--- config.mk ---
export PLATFORM = sky130hd
export DESIGN_NAME = incubation_slot_timers_unit
export DESIGN_NICKNAME = d
export VERILOG_FILES = /design/src/ist_pkg.sv /design/src/ist_cfg.sv /design/src/ist_in_reg.sv /design/src/ist_core.sv /design/src/incubation_slot_timers_unit.sv
export SDC_FILE = /design/constraint.sdc
export NUM_CORES = 1
export LEC_CHECK = 0
export BUFFER_PORTS_ARGS = -buffer_cell sky130_fd_sc_hd__buf_2
export CAP_MARGIN = 20
export CORE_MARGIN = 5
export CORE_UTILIZATION = 50
export DETAILED_ROUTE_END_ITERATION = 12
export PLACE_DENSITY = 0.72
export RECOVER_POWER = 50
export SKIP_CTS_REPAIR_TIMING = 1
export SLEW_MARGIN = 40
export SYNTH_ARGS = -nofsm -noshare
export SYNTH_HDL_FRONTEND = slang
export SYNTH_SLANG_ARGS = --single-unit
--- constraint.sdc ---
create_clock -name clk -period 2.6 [get_ports clk]
set_clock_uncertainty 0.15 [all_clocks]
set_input_delay 0.13 -clock clk [delete_from_list [all_inputs] [get_ports clk]]
set_output_delay 0.13 -clock clk [all_outputs]
set_load 0.01 [all_outputs]
--- src/ist_pkg.sv ---
// ----------------------------------------------------------------------------
// Incubation slot timers package
// Shared constants, codes and types for the incubation slot timer block.
// ----------------------------------------------------------------------------
package ist_pkg;

  localparam int Slots      = 6;
  localparam int SlotShift  = 2;
  localparam int CntW       = 13;
  localparam int WordW      = 16;
  localparam int MaskW      = 6;
  localparam int SlotNumW   = 3;

  localparam logic [CntW-1:0] IncubReset = CntW'(60 * 6);
  localparam logic [CntW-1:0] IncubMin   = CntW'(10);
  localparam logic [CntW-1:0] IncubMax   = CntW'(3600 * 2);

  localparam int BitPowerHome = 0;
  localparam int BitCardHome  = 1;

  localparam logic CmdTick     = 1'b0;
  localparam logic CmdSample   = 1'b1;
  localparam logic KindStatus  = 1'b0;
  localparam logic KindTimeout = 1'b1;

  typedef logic [CntW-1:0]  cnt_t;
  typedef logic [Slots-1:0] slot_vec_t;

  typedef struct packed {
    logic              cmd;
    logic [WordW-1:0]  switch_word;
  } item_t;

endpackage

--- src/ist_cfg.sv ---
// ----------------------------------------------------------------------------
// Incubation time register
// Holds the incubation time; writes outside the legal range are ignored.
// ----------------------------------------------------------------------------
module ist_cfg (
  input  logic             clk,
  input  logic             rst,
  input  logic             cfg_we,
  input  ist_pkg::cnt_t    cfg_wdata,
  output ist_pkg::cnt_t    incub_seconds
);
  import ist_pkg::*;

  logic in_range;

  assign in_range = (cfg_wdata >= IncubMin) && (cfg_wdata <= IncubMax);

  always_ff @(posedge clk) begin
    if (rst) begin
      incub_seconds <= IncubReset;
    end else if (cfg_we && in_range) begin
      incub_seconds <= cfg_wdata;
    end
  end

endmodule

--- src/ist_in_reg.sv ---
// ----------------------------------------------------------------------------
// Input register
// Holds one accepted input word until the timer core takes it.
// ----------------------------------------------------------------------------
module ist_in_reg (
  input  logic            clk,
  input  logic            rst,
  input  logic            in_valid,
  output logic            in_ready,
  input  ist_pkg::item_t  in_item,
  output logic            item_valid,
  output ist_pkg::item_t  item,
  input  logic            take
);
  import ist_pkg::*;

  logic accept;

  assign in_ready = !item_valid || take;
  assign accept   = in_valid && in_ready;

  always_ff @(posedge clk) begin
    if (rst) begin
      item_valid <= 1'b0;
    end else if (accept) begin
      item_valid <= 1'b1;
    end else if (take) begin
      item_valid <= 1'b0;
    end
  end

  always_ff @(posedge clk) begin
    if (accept) begin
      item <= in_item;
    end
  end

endmodule

--- src/ist_core.sv ---
// ----------------------------------------------------------------------------
// Timer core
// Updates slot presence and counters, queues expiries and drives the result
// register, one result word per cycle while out_ready is high.
// ----------------------------------------------------------------------------
module ist_core (
  input  logic                     clk,
  input  logic                     rst,
  input  ist_pkg::cnt_t            incub_seconds,
  input  logic                     item_valid,
  input  ist_pkg::item_t           item,
  output logic                     take,
  output logic                     out_valid,
  input  logic                     out_ready,
  output logic                     kind,
  output logic                     power_on_home,
  output logic                     card_home,
  output logic [ist_pkg::MaskW-1:0]    present_mask,
  output logic [ist_pkg::SlotNumW-1:0] timeout_slot,
  output logic                     last
);
  import ist_pkg::*;

  slot_vec_t slot_present, slot_present_next;
  slot_vec_t pend, pend_next;
  cnt_t      cnt [Slots];
  cnt_t      cnt_next [Slots];
  logic      out_valid_next;

  logic                 out_free;
  logic                 emit;
  logic                 load_out;
  logic                 kind_d, poh_d, ch_d, last_d;
  logic [MaskW-1:0]     mask_d;
  logic [SlotNumW-1:0]  slot_d;
  slot_vec_t            low_bit;
  slot_vec_t            cur;
  slot_vec_t            expired;

  assign out_free = !out_valid || out_ready;
  assign emit     = (pend != '0) && out_free;
  assign take     = item_valid && (pend == '0) && ((item.cmd == CmdTick) || out_free);
  assign low_bit  = pend & (~pend + 1'b1);
  assign cur      = item.switch_word[SlotShift +: Slots];

  always_comb begin
    slot_present_next = slot_present;
    pend_next         = pend;
    cnt_next          = cnt;
    expired           = '0;
    load_out          = 1'b0;
    kind_d            = KindStatus;
    poh_d             = 1'b0;
    ch_d              = 1'b0;
    mask_d            = MaskW'(slot_present);
    slot_d            = '0;
    last_d            = 1'b1;
    if (emit) begin
      pend_next = pend & ~low_bit;
      load_out  = 1'b1;
      kind_d    = KindTimeout;
      last_d    = ((pend & ~low_bit) == '0);
      for (int i = Slots - 1; i >= 0; i--) begin
        if (pend[i]) begin
          slot_d = SlotNumW'(i + 1);
        end
      end
    end else if (take) begin
      if (item.cmd == CmdSample) begin
        for (int i = 0; i < Slots; i++) begin
          if (cur[i] && !slot_present[i]) begin
            cnt_next[i] = incub_seconds;
          end else if (!cur[i] && slot_present[i]) begin
            cnt_next[i] = '0;
          end
        end
        slot_present_next = cur;
        load_out          = 1'b1;
        poh_d             = item.switch_word[BitPowerHome];
        ch_d              = item.switch_word[BitCardHome];
        mask_d            = MaskW'(cur);
      end else begin
        for (int i = 0; i < Slots; i++) begin
          if (slot_present[i] && (cnt[i] != '0)) begin
            cnt_next[i] = cnt[i] - 1'b1;
            expired[i]  = (cnt[i] == CntW'(1));
          end
        end
        pend_next = expired;
      end
    end
  end

  assign out_valid_next = load_out ? 1'b1 : (out_ready ? 1'b0 : out_valid);

  always_ff @(posedge clk) begin
    if (rst) begin
      slot_present <= '0;
      pend         <= '0;
      out_valid    <= 1'b0;
      for (int i = 0; i < Slots; i++) begin
        cnt[i] <= '0;
      end
    end else begin
      slot_present <= slot_present_next;
      pend         <= pend_next;
      out_valid    <= out_valid_next;
      cnt          <= cnt_next;
    end
  end

  always_ff @(posedge clk) begin
    if (load_out) begin
      kind          <= kind_d;
      power_on_home <= poh_d;
      card_home     <= ch_d;
      present_mask  <= mask_d;
      timeout_slot  <= slot_d;
      last          <= last_d;
    end
  end

  a_no_take_while_pending: assert property (@(posedge clk) disable iff (rst)
    (pend != '0) |-> !take)
    else $error("Input word taken while expiries are still queued.");

  a_sample_gives_status: assert property (@(posedge clk) disable iff (rst)
    (take && item.cmd == CmdSample) |=> (out_valid && kind == KindStatus && last))
    else $error("Switch sample did not produce a status word.");

  a_pending_present: assert property (@(posedge clk) disable iff (rst)
    (pend & ~slot_present) == '0)
    else $error("Expiry queued for an empty slot.");

  a_timeout_slot_named: assert property (@(posedge clk) disable iff (rst)
    $past(emit) |-> (out_valid && kind == KindTimeout && timeout_slot != '0))
    else $error("Timeout word without a slot number.");

  for (genvar g = 0; g < Slots; g++) begin : g_chk
    a_empty_slot_idle: assert property (@(posedge clk) disable iff (rst)
      !slot_present[g] |-> (cnt[g] == '0))
      else $error("Counter running for an empty slot.");
  end

endmodule

--- src/incubation_slot_timers_unit.sv ---
// ----------------------------------------------------------------------------
// Incubation slot timers
// Per-slot incubation countdowns driven by switch samples and second ticks.
// ----------------------------------------------------------------------------
// Sample status words pass the input and result registers; tick timeout words
// pass the input register, expiry queue and result register, which sets their
// rate of one word per cycle while out_ready is high. Samples are accepted
// every cycle while out_ready is high; queued expiries hold the next word.
// Reset clears presence, counters and queues, and loads 360 s.
module incubation_slot_timers_unit (
  input  logic                          clk,
  input  logic                          rst,
  input  logic                          cfg_we,
  input  logic [ist_pkg::CntW-1:0]      cfg_wdata,
  input  logic                          in_valid,
  output logic                          in_ready,
  input  logic                          cmd,
  input  logic [ist_pkg::WordW-1:0]     switch_word,
  output logic                          out_valid,
  input  logic                          out_ready,
  output logic                          kind,
  output logic                          power_on_home,
  output logic                          card_home,
  output logic [ist_pkg::MaskW-1:0]     present_mask,
  output logic [ist_pkg::SlotNumW-1:0]  timeout_slot,
  output logic                          last
);
  import ist_pkg::*;

  cnt_t  incub_seconds;
  item_t in_item;
  item_t item;
  logic  item_valid;
  logic  take;

  assign in_item.cmd         = cmd;
  assign in_item.switch_word = switch_word;

  ist_cfg u_cfg (
    .clk           (clk),
    .rst           (rst),
    .cfg_we        (cfg_we),
    .cfg_wdata     (cfg_wdata),
    .incub_seconds (incub_seconds)
  );

  ist_in_reg u_in_reg (
    .clk        (clk),
    .rst        (rst),
    .in_valid   (in_valid),
    .in_ready   (in_ready),
    .in_item    (in_item),
    .item_valid (item_valid),
    .item       (item),
    .take       (take)
  );

  ist_core u_core (
    .clk           (clk),
    .rst           (rst),
    .incub_seconds (incub_seconds),
    .item_valid    (item_valid),
    .item          (item),
    .take          (take),
    .out_valid     (out_valid),
    .out_ready     (out_ready),
    .kind          (kind),
    .power_on_home (power_on_home),
    .card_home     (card_home),
    .present_mask  (present_mask),
    .timeout_slot  (timeout_slot),
    .last          (last)
  );

endmodule
==> results.json <==
{
  "ys_ff_latch": 127,
  "ant_nets": 0,
  "use_met1_pct": 35.1,
  "max_freq_mhz": 407,
  "io_pins": 50,
  "synth_top_area_share_pct": 27.4,
  "core_um2": 15100,
  "syn_inst": 954,
  "numClockSinks": 127,
  "root_buffer": "clkbuf_16",
  "fin_crit_sh_pct": 94.5,
  "initial_core_util_pct": 50.6,
  "routedWlPerCell_um": 18.7,
  "n_antenna_cell": 0,
  "yosys_warnings": 0,
  "area_delta_synth_final_pct": 17.6,
  "cts_inserted_buffers": 17,
  "met3_usage_pct": 5.89,
  "holdWs_ns": 0.0545,
  "grt_overflow": 0,
  "synthArstFlopShare_pct": 0,
  "arrival_ns": 2.59,
  "top_usage_layer": "met2",
  "syn_area_per_cell_um2": 8.04,
  "fin_util_pct": 59.6,
  "use_met2_pct": 38.0,
  "die_y_um": 134,
  "synth_fp_nets": 1002,
  "setup_tns_ns": 0,
  "cellLeakagePower_nw": 3.39,
  "grt_max_degree": 96,
  "synthTopCellsByArea": "dfxtp_1 (27%), edfxtp_1 (8.6%), a21oi_1 (7.2%)",
  "antenna_found_initial": 0,
  "cts_buffer_depth": 2,
  "dp_hpwl_um": 15000,
  "cts_tree": "built",
  "clk_latency_ns": 0.43,
  "fp.dieW_um": 134,
  "maxCapViolCount": 0,
  "ff_latch_area_um2": 2760,
  "grtUsageTotal_pct": 25.1,
  "required_ns": 2.73,
  "numPortBuffers": 41,
  "worst_setup_path_start_kind": "register",
  "netlist_area_um2": 7670,
  "synth_top_cell_by_area": "dfxtp_1",
  "nNetsFinal": 1075,
  "critical_path.max_fanout": 11,
  "hold_viol": 0,
  "gp_congestion": 0.891,
  "status": "complete, no violations",
  "tightest_slew_ns": 0.800,
  "drt_iter0_markers": 897,
  "slew_headroom_pct": 46.7,
  "grt_pass1_vias": 6988,
  "slew_viol_final": 0,
  "clkTransAtPathRegs_ns": 0.06,
  "rsz0062_at_grt": "no",
  "p_total_w": 0.00538,
  "drt_wl_total_um": 23000,
  "p_per_area_nw_per_um2": 596,
  "first_pass_iters": 7,
  "multi_input_area_um2": 4520,
  "path_class": "reg2reg",
  "die_area_um2": 17900,
  "ys_types": 75,
  "layout-drive-gt1-share_pct": 12.7,
  "seq_area_frac_synth_pct": 36.0,
  "end_kind": "register",
  "cts.htree.levels": 4,
  "synth-edff-count": 22,
  "vdd_drop_max_mv": 0.480,
  "hp-class": "in2reg",
  "num_vias": 7805,
  "rows": 45,
  "drc": 0,
  "layout_min_cycle_time_ns": 2.46,
  "vias_per_cell": 6.36,
  "setup_viol": 0,
  "synthFlopType": "dfxtp_1",
  "grt_first_pass_wirelength_um": 36300,
  "fillCellCount": 1356
}
==> cells by family after synthesis <==
group                    count (synthesis)  synth area share (%)
adder cells (fa/ha/maj)                 13                  2.12
buffers and inverters                   96                  5.04
multiplexers                             3                 0.424
XOR/XNOR                                27                  3.08
AND/OR/NAND/NOR                        359                  25.7
flip-flops                             127                  36.0
AO/OA/AOI/OAI                          329                  27.7
==> worst max-delay path: stages (launching register included) <==
cell      delay (ns)
dfxtp_1         0.34
inv_1           0.09
ha_1            0.23
or3b_1          0.49
nor4_2          0.45
nor3b_1         0.10
buf_4           0.19
o221ai_1        0.19
a21oi_1         0.09
==> where the power goes <==
part           switching (W)  leakage [nW]  internal, W
Combinational       0.000573          2.06     0.000408
Sequential         0.0000913          1.06      0.00207
Clock               0.000849         0.268      0.00138
==> cells in the mapped netlist, types with 12 or more instances <==
master,n
nor3_1,20
nand2_1,84
o211ai_1,18
edfxtp_1,22
nor4_1,21
buf_2,12
nor2_1,71
dfxtp_1,105
o31ai_1,35
xor2_1,13
or4_1,12
clkbuf_1,58
xnor2_1,14
a21oi_1,110
o22ai_1,25
ha_1,13
o21ai_1,21
inv_1,20
o21ai_0,34
nand3_1,54
==> flip-flops by register name (all words and copies together) (netlist names) <==
| register | count |
|---|---|
| u_core.cnt | 78 |
| u_cfg.incub_seconds | 13 |
| u_in_reg.item | 9 |
| u_core.pend | 6 |
| u_core.present_mask | 6 |
| u_core.slot_present | 6 |
| u_core.timeout_slot | 3 |
| u_core.card_home | 1 |
| u_core.kind | 1 |
| u_core.last | 1 |
| u_core.out_valid | 1 |
| u_core.power_on_home | 1 |
| u_in_reg.item_valid | 1 |
==> metrics by stage <==
step | setup slack, ns | instances | instance area (um2)
after global placement | 0.205 | 1173 | 8310
after global routing | 0.0482 | 1228 | 9020
after detailed placement | 0.234 | 1173 | 8310
after CTS | 0.174 | 1205 | 8860
after floorplan | 0.232 | 954 | 7670
final | 0.143 | 1228 | 9020
==> layout by cell type, fill, tap and decap left out, types with 8 or more instances in the layout <==
cell type,n
o211ai_1,18
nand4_1,10
nor3_1,20
ha_1,13
edfxtp_1,22
buf_4,54
o32ai_1,9
nor4_1,22
o31ai_1,35
a21oi_1,109
nand2b_1,10
nor3b_1,9
o21ai_1,21
clkbuf_1,29
or4_1,12
o21ai_0,34
a31oi_1,10
nor2_1,71
nor2b_1,10
nand2_1,84
dlygate4sd3_1,23
buf_2,26
clkbuf_16,17
xor2_1,13
o22ai_1,25
nand3_1,54
dfxtp_1,105
a211oi_1,8
inv_1,20
xnor2_1,14
==> final cells by class <==
type | instances | share of cell area (%)
Clock inverter | 6 | 0.638
Multi-Input combinational cell | 731 | 50.1
Tap cell | 188 | 2.61
Sequential cell | 127 | 30.6
Clock buffer | 26 | 5.42
Inverter | 21 | 0.873
Timing Repair Buffer | 129 | 9.77
==> layer usage <==
layer / routed length [um] / up-vias
li1: - / 3760
met1: 10500 / 3697
met3: 1630 / 46
met2: 10200 / 302
met4: 646 / 0
met5: 0 / -
==> worst paths after layout <==
kind | startpoint | to | slack, ns | cells after the start
worst min register to register | u_cfg.incub_seconds[4] | u_cfg.incub_seconds[4] | 0.33 | 2
worst min-delay path | cfg_we | u_cfg.incub_seconds[11] | 0.05 | 4
worst max register to register | u_core.cnt[39] | u_core.cnt[44] | 0.14 | 8
worst max-delay path | u_core.cnt[39] | u_core.cnt[44] | 0.14 | 8
(Power assumes the default switching activity.)
